$ cat config.mk
export PLATFORM = sky130hd
export DESIGN_NAME = gbrs_ctrl
export DESIGN_NICKNAME = d
export VERILOG_FILES = /design/src/hdl/grid_bucket_radius_search_top_macros.svh /design/src/hdl/gbrs_pkg.sv /design/src/hdl/gbrs_ctrl.sv
export SDC_FILE = /design/constraint.sdc
export NUM_CORES = 1
export LEC_CHECK = 0
export BUFFER_PORTS_ARGS = -buffer_cell sky130_fd_sc_hd__buf_2
export CAP_MARGIN = 10
export CORE_AREA = 2 2 39 41
export CTS_CLUSTER_SIZE = 10
export DETAILED_ROUTE_END_ITERATION = 10
export DIE_AREA = 0 0 41 43
export GPL_TIMING_DRIVEN = 0
export PLACE_DENSITY = 0.72
export SLEW_MARGIN = 20
export SYNTH_ARGS = -nofsm -noshare
export SYNTH_HDL_FRONTEND = slang
export SYNTH_SLANG_ARGS = --single-unit
$ cat constraint.sdc
create_clock -name clk -period 1.5 [get_ports clk]
set_input_delay 0.075 -clock clk [delete_from_list [all_inputs] [get_ports clk]]
set_output_delay 0.075 -clock clk [all_outputs]
set_load 0.02 [all_outputs]
$ cat src/hdl/grid_bucket_radius_search_top_macros.svh
// Assertion macros for the grid bucket search block.
// Used by the datapath; no other dependencies.
`ifndef GRID_BUCKET_RADIUS_SEARCH_TOP_MACROS_SVH
`define GRID_BUCKET_RADIUS_SEARCH_TOP_MACROS_SVH
`ifndef SYNTH
`define GBRS_AST_IMP(lbl, clk, rst, a, c) \
  lbl: assert property (@(posedge clk) disable iff (rst) (a) |-> (c)) \
    else $error("assertion failed");
`define GBRS_AST_NXT(lbl, clk, rst, a, c) \
  lbl: assert property (@(posedge clk) disable iff (rst) (a) |=> (c)) \
    else $error("assertion failed");
`else
`define GBRS_AST_IMP(lbl, clk, rst, a, c)
`define GBRS_AST_NXT(lbl, clk, rst, a, c)
`endif
`endif

$ cat src/hdl/gbrs_pkg.sv
// Package for the grid bucket search block: constants, codes and the
// controller/datapath command and status structs. No dependencies.
`timescale 1ns / 1ps
package gbrs_pkg;
  localparam int GRID_COLS_DEF  = 64;
  localparam int GRID_ROWS_DEF  = 48;
  localparam int MAX_POINTS_DEF = 1024;
  localparam int MAX_HITS_DEF   = 64;
  localparam int FI_W           = 10;
  localparam logic [15:0] SCALE_RESET = 16'd6554;

  localparam logic [1:0] OP_CLEAR = 2'd0;
  localparam logic [1:0] OP_LOAD  = 2'd1;
  localparam logic [1:0] OP_QUERY = 2'd2;

  localparam logic [1:0] REG_ORIGIN_X = 2'd0;
  localparam logic [1:0] REG_ORIGIN_Y = 2'd1;
  localparam logic [1:0] REG_SCALE_X  = 2'd2;
  localparam logic [1:0] REG_SCALE_Y  = 2'd3;

  typedef struct packed {
    logic accept;
    logic clear;
    logic mul_load;
    logic load_wr;
    logic mul_qx;
    logic mul_qy;
    logic range_y;
    logic rd;
    logic next_idx;
    logic next_cell;
    logic take;
    logic set_more;
    logic finish;
  } cmd_t;

  typedef struct packed {
    logic [1:0] op;
    logic count_full;
    logic miss;
    logic scan_end;
    logic last_cell;
    logic match;
    logic hits_full;
    logic have_pend;
    logic out_free;
  } status_t;
endpackage

$ cat src/hdl/gbrs_ctrl.sv
// Sequencer for clear, load and window query requests.
// Depends on gbrs_pkg; drives the datapath by cmd_t, reads status_t.
`timescale 1ns / 1ps
module gbrs_ctrl import gbrs_pkg::*; (
  input  logic    clk,
  input  logic    rst,
  input  logic    s_tvalid,
  output logic    s_tready,
  input  status_t st,
  output cmd_t    cmd
);
  localparam logic [3:0] S_IDLE = 4'd0;
  localparam logic [3:0] S_LMUL = 4'd1;
  localparam logic [3:0] S_LWR  = 4'd2;
  localparam logic [3:0] S_QMX  = 4'd3;
  localparam logic [3:0] S_QMY  = 4'd4;
  localparam logic [3:0] S_QRNG = 4'd5;
  localparam logic [3:0] S_SCAN = 4'd6;
  localparam logic [3:0] S_EV   = 4'd7;
  localparam logic [3:0] S_FIN  = 4'd8;

  logic [3:0] state, state_next;

  assign s_tready = (state == S_IDLE);

  always_comb begin
    cmd = '0;
    state_next = state;
    case (state)
      S_IDLE: begin
        if (s_tvalid) begin
          cmd.accept = 1'b1;
          case (st.op)
            OP_CLEAR: cmd.clear = 1'b1;
            OP_LOAD:  if (!st.count_full) state_next = S_LMUL;
            OP_QUERY: state_next = S_QMX;
            default:  state_next = S_IDLE;
          endcase
        end
      end
      S_LMUL: begin
        cmd.mul_load = 1'b1;
        state_next = S_LWR;
      end
      S_LWR: begin
        cmd.load_wr = 1'b1;
        state_next = S_IDLE;
      end
      S_QMX: begin
        cmd.mul_qx = 1'b1;
        state_next = S_QMY;
      end
      S_QMY: begin
        cmd.mul_qy = 1'b1;
        state_next = S_QRNG;
      end
      S_QRNG: begin
        cmd.range_y = 1'b1;
        state_next = st.miss ? S_FIN : S_SCAN;
      end
      S_SCAN: begin
        if (st.scan_end) begin
          if (st.last_cell) begin
            state_next = S_FIN;
          end else begin
            cmd.next_cell = 1'b1;
          end
        end else begin
          cmd.rd = 1'b1;
          state_next = S_EV;
        end
      end
      S_EV: begin
        if (!st.match) begin
          cmd.next_idx = 1'b1;
          state_next = S_SCAN;
        end else if (st.hits_full) begin
          cmd.set_more = 1'b1;
          state_next = S_FIN;
        end else if (!st.have_pend || st.out_free) begin
          cmd.take = 1'b1;
          state_next = S_SCAN;
        end
      end
      S_FIN: begin
        if (st.out_free) begin
          cmd.finish = 1'b1;
          state_next = S_IDLE;
        end
      end
      default: state_next = S_IDLE;
    endcase
  end

  always_ff @(posedge clk) begin
    if (rst) begin
      state <= S_IDLE;
    end else begin
      state <= state_next;
    end
  end
endmodule

---- After elaboration in Yosys (flattened, before gate mapping) ----
Cells that the tools add are included.
word-level totals
  output and inout bits ................... 14
  input port bits ......................... 13
  logic and storage cells ................. 55
  flip-flop bits (word level) ............. 4
cells by class
  equal/unequal tests ..................... 16
  muxes and demuxes ....................... 33
  reduce and logical (&&, ||, !) cells .... 5
operator list
  kind                                            number
  two-way mux 4 bit                               9
  case mux 4 bit (8 select lines)                 1
  two-way mux 1 bit                               18
  == test 4 x 3 -> 1 bit (second input constant)  4
  case mux 4 bit (3 select lines)                 1
  == test 4 x 2 -> 1 bit (second input constant)  2
  two-way mux 2 bit                               4
  != test 2 bit (second input constant)           3
  != test 3 bit (second input constant)           2
  AND reduction 6 bit                             1
  == test 4 x 1 -> 1 bit (second input constant)  1
  == test 4 bit (second input constant)           1
  zero test 4 bit                                 1
  != test 4 bit (second input constant)           1
  == test 2 x 1 -> 1 bit (second input constant)  1
  == test 2 bit (second input constant)           1
  zero test 2 bit                                 1
  zero test 1 bit                                 1
  logical OR 1 bit                                1

---- Longest topological paths before layout ----
  word-level depth ........................ 6
  mapped depth ............................ 6
  mapped depth without buffers ............ 6

---- Worst setup path after synthesis ----
Ideal clock, no wire load.
  kind .................................... register to output
  start point ............................. reg state[1]
  end point ............................... out cmd[2] (netlist name)
  data arrival time ....................... 1.660 ns
  buffers on the path ..................... 1
  stages on the path, launching flop included .. 5
  slack ................................... -0.235 ns
  required time ........................... 1.425 ns
  cell sequence ........................... dfxtp_1 -> buf_2 -> nand2_1 -> or2_1 -> nor4b_1
RTL lines
  item                      RTL line         source
  start: declaration        gbrs_ctrl.sv:22  logic [3:0] state, state_next;
  start signal: assignment  gbrs_ctrl.sv:99  state <= state_next;
  end: declaration          gbrs_ctrl.sv:10  output cmd_t cmd

==> impl_results.md <==
- # nets final: 125
- Synth Area per Inst: 8.18 um2
- Crit path max fanout: 5
- Dpl cells: 107
- Routed Antenna Nets: 0
- CP arrival: 1.48 ns
- Max cap viols: 0
- Sequential area share after synthesis: ~15%
- Area after DPL: 697 um2
- Port Buf Inserts: 26
- FILL cells: 116
- Pleak: 0.000453 uW
- Initial antenna violation count: 0
- Logic gate share of total power: 56.9%
- RSZ-0062 raised after global routing: true
- Wire per inst: 13.6 um
- Flip-flop count of the largest register after layout: 4
- ANT cells: 0
- Clk_lat worst skew: 0.24 ns
- Biggest register: state
- DRC viols: 0
- Area Overhead vs Synth: 76.5%
- Kind of cell adding the most delay to the critical path: simple AND/OR/NAND/NOR gates
- Via-per-instance ratio: 5.50
- Hold Crit Start: rst
- Worst r2r src: state[1]
- Number of global-route vias before repair: about 600
- Global Route Usage Sum: between 20% and 30%
- Measured slew at the worst slew-check pin: 0.289 ns
- Cells after Synth: 65
- Path type of the worst setup path: reg2out
- Final core utilization: 67.8%
- Die Width: 41 um
- IO Pins: 27
- Hold path cells: 2
- Setup violators final: 2
- Final Wtd Congestion: a little under 0.8
- CP Cell Sequence: buf_8 -> nand2_4 -> or2_4 -> nor4b_4 -> buf_4
- Worst reg-to-reg path cell count: 5
- Mapped cell area: 532 um2
- Root buffer cell: clkbuf_4
- Largest regs: state: 4 flops
- Hold Crit Class: in2reg
- Worst endpoint required time: 1.42 ns
- Sw frac: 37.5%
- Clock Power Share: 21.6%
- Clk sink count: 4
- Fin crit share: 104%
- Final Hold Fails: 0
- Slew margin rel.: 80.7%
- Worst clock skew: 0.00370 ns
- Syn_nets: 81
- Hpwl dp: roughly 1100 um
- Share of layout cells above drive strength 1: 60.7%
- First-pass GRT wire length: 2500 um
- Sequential Power Share: 21.4%
- Status: finished, violations left
- Post-Layout Cell Count: 123
- Chip Height: 43 um
- R2r endpoint: state[3]
- DR iter-0 viols: 9
- Core ar.: 0.00138 mm2
- # hold bufs at CTS: 0
- Failing checks: negative setup slack
- CTS tree: built
- TritonCTS buffer count: 3
- WL final: 1670 um
- Synth cell types: 33
- Starting density of the core: between 30% and 40%
- Fin area: roughly 940 um2
- Pin count of the biggest net entering global routing: 11
- Element type at the critical path start: register
- Tmin final: 1.56 ns
- Overflow after GRT: 0
- Hold Path Sink: state[0]
- DRT Pass-1 Iters: 4
- Slack of the critical path: -0.0560 ns
- CTS clock-pin slew for the worst setup and hold paths: around 0.040 ns
- Worst path bufs/invs: 2
- Die Area: 0.00176 mm2
- Htree depth: 1
- FF+latch count, synth: 4
- Synth warn: 0
- Slew Limit Fails: 0
- CTS max path bufs: 2
- Row cnt: 14
- Worst R2R Setup Slack: 0.02 ns
- Worst setup EP type: output pin
- Fmax: 643 MHz
- Pwr per Cell Area: 677 mW/mm2
- Net switching power: 238 uW
- Internal power: a little under 400 uW
- Largest stage delay, worst path: 0.37 ns
- Routed vias: 676
- VDD IR max: 749 uV
- Slowest cell on the critical path: dfxtp_4
==> power groups by stage <==
| stage | Combinational (uW) | Sequential (uW) | Clock (uW) |
|---|---|---|---|
| after global routing | 391 | 137 | 156 |
| after CTS | 300 | 137 | 144 |
| after detailed placement | 241 | 139 | 0 |
| final | 362 | 136 | 137 |
| after global placement | 236 | 137 | 0 |
| after floorplan | 174 | 132 | 0 |
==> timing repair <==
item	CTS	global route
pin swaps	1	6
endpoints found under the setup margin	9	9
setup buffers	10	4
resized for setup	19	18
==> area by class of cell <==
cell class              count  area [um2]  share of cell area [%]
well taps                  16        20.0                    2.13
inverters                   3        11.3                    1.20
plain buffers               3        41.3                    4.40
multi-input cells          55         482                    51.3
repair buffers             39         267                    28.4
clock buffers               3        22.5                    2.40
flip-flops and latches      4        95.1                    10.1
==> placed cells by master, fill, tap and decap left out, types with 3 or more instances in the layout <==
master / synthesis / final
clkbuf_4: 0 / 3
nand2b_4: 1 / 3
nand2b_1: 6 / 4
dfxtp_4: 0 / 4
or4_1: 3 / 3
buf_6: 1 / 8
buf_2: 2 / 21
a21oi_1: 3 / 3
buf_4: 0 / 11
nor3_1: 5 / 5
ha_1: 3 / 3
nor2_1: 3 / 3
==> cell families (layout without fill, tap and decap cells) <==
family          after synthesis  count (layout)  synth area share (%)
flops                         4               4                  15.1
compound gates               10              10                  13.9
buf+inv                       6              48                  6.12
simple gates                 40              40                  54.1
fa+ha+maj                     3               3                  7.06
mux                           2               2                  3.76
==> per-stage QoR <==
| stage | setup TNS (ns) | power (uW) | hold slack [ns] | setup slack (ns) |
|---|---|---|---|---|
| floorplan | 0 | 306 | 0.189 | 0.00828 |
| global placement | -0.214 | 374 | 0.361 | -0.0690 |
| detailed placement | -0.352 | 379 | 0.369 | -0.113 |
| CTS | -0.0790 | 581 | 0.102 | -0.0448 |
| global route | -0.275 | 684 | 0.123 | -0.111 |
| finish | -0.112 | 635 | 0.110 | -0.0560 |
==> worst register-to-register path: stages, from the launching register on <==
cell and delay (ns):
dfxtp_4 0.36, buf_6 0.12, nand2b_4 0.14, and3_4 0.17
or4_1 0.49, o22ai_1 0.13
==> worst max path at each step <==
stage,from,end,slack [ns],depth (start not counted)
finish,state[1],cmd[2],-0.06,5
global route,state[0],cmd[2],-0.11,5
CTS,state[3],cmd[3],-0.04,4
detailed placement,state[2],state[2],-0.11,5
global placement,state[1],cmd[2],-0.07,5
floorplan,state[1],cmd[2],0.008,4
==> synthesized netlist by cell type <==
cell type / instances / area (um2)
or4_1: 3 / 22.5
and4b_2: 1 / 11.3
mux2i_1: 2 / 20.0
nand3_1: 1 / 5.00
nor4b_1: 2 / 17.5
nand2_1: 2 / 7.51
dfxtp_1: 4 / 80.1
nor2b_1: 2 / 12.5
nand2b_1: 6 / 37.5
nand4_4: 1 / 21.3
ha_1: 3 / 37.5
o21ai_0: 1 / 5.00
and3_1: 3 / 18.8
nand4_1: 2 / 12.5
buf_6: 1 / 11.3
a21oi_1: 3 / 15.0
o21ai_1: 1 / 5.00
inv_1: 3 / 11.3
or2_1: 1 / 6.26
and2_1: 2 / 12.5
nor2_1: 3 / 11.3
o21bai_4: 1 / 18.8
nor4_2: 1 / 12.5
nor3_1: 5 / 25.0
o22ai_1: 2 / 12.5
or4b_4: 1 / 13.8
nand4bb_1: 1 / 11.3
and2_0: 1 / 6.26
nand4b_1: 1 / 8.76
buf_2: 2 / 10.0
a31oi_1: 1 / 6.26
nand2b_4: 1 / 13.8
a311o_2: 1 / 11.3
==> layer usage <==
metal  share of wire [%]  wire [um]  global-route usage, %
met1                  39        658                   23.9
met2                  53        885                   33.4
met3                 4.7         78                   6.81
met4                 2.8         46                   9.33
met5                   0          0                      0
No activity file was read; power rests on OpenSTA's default activity.
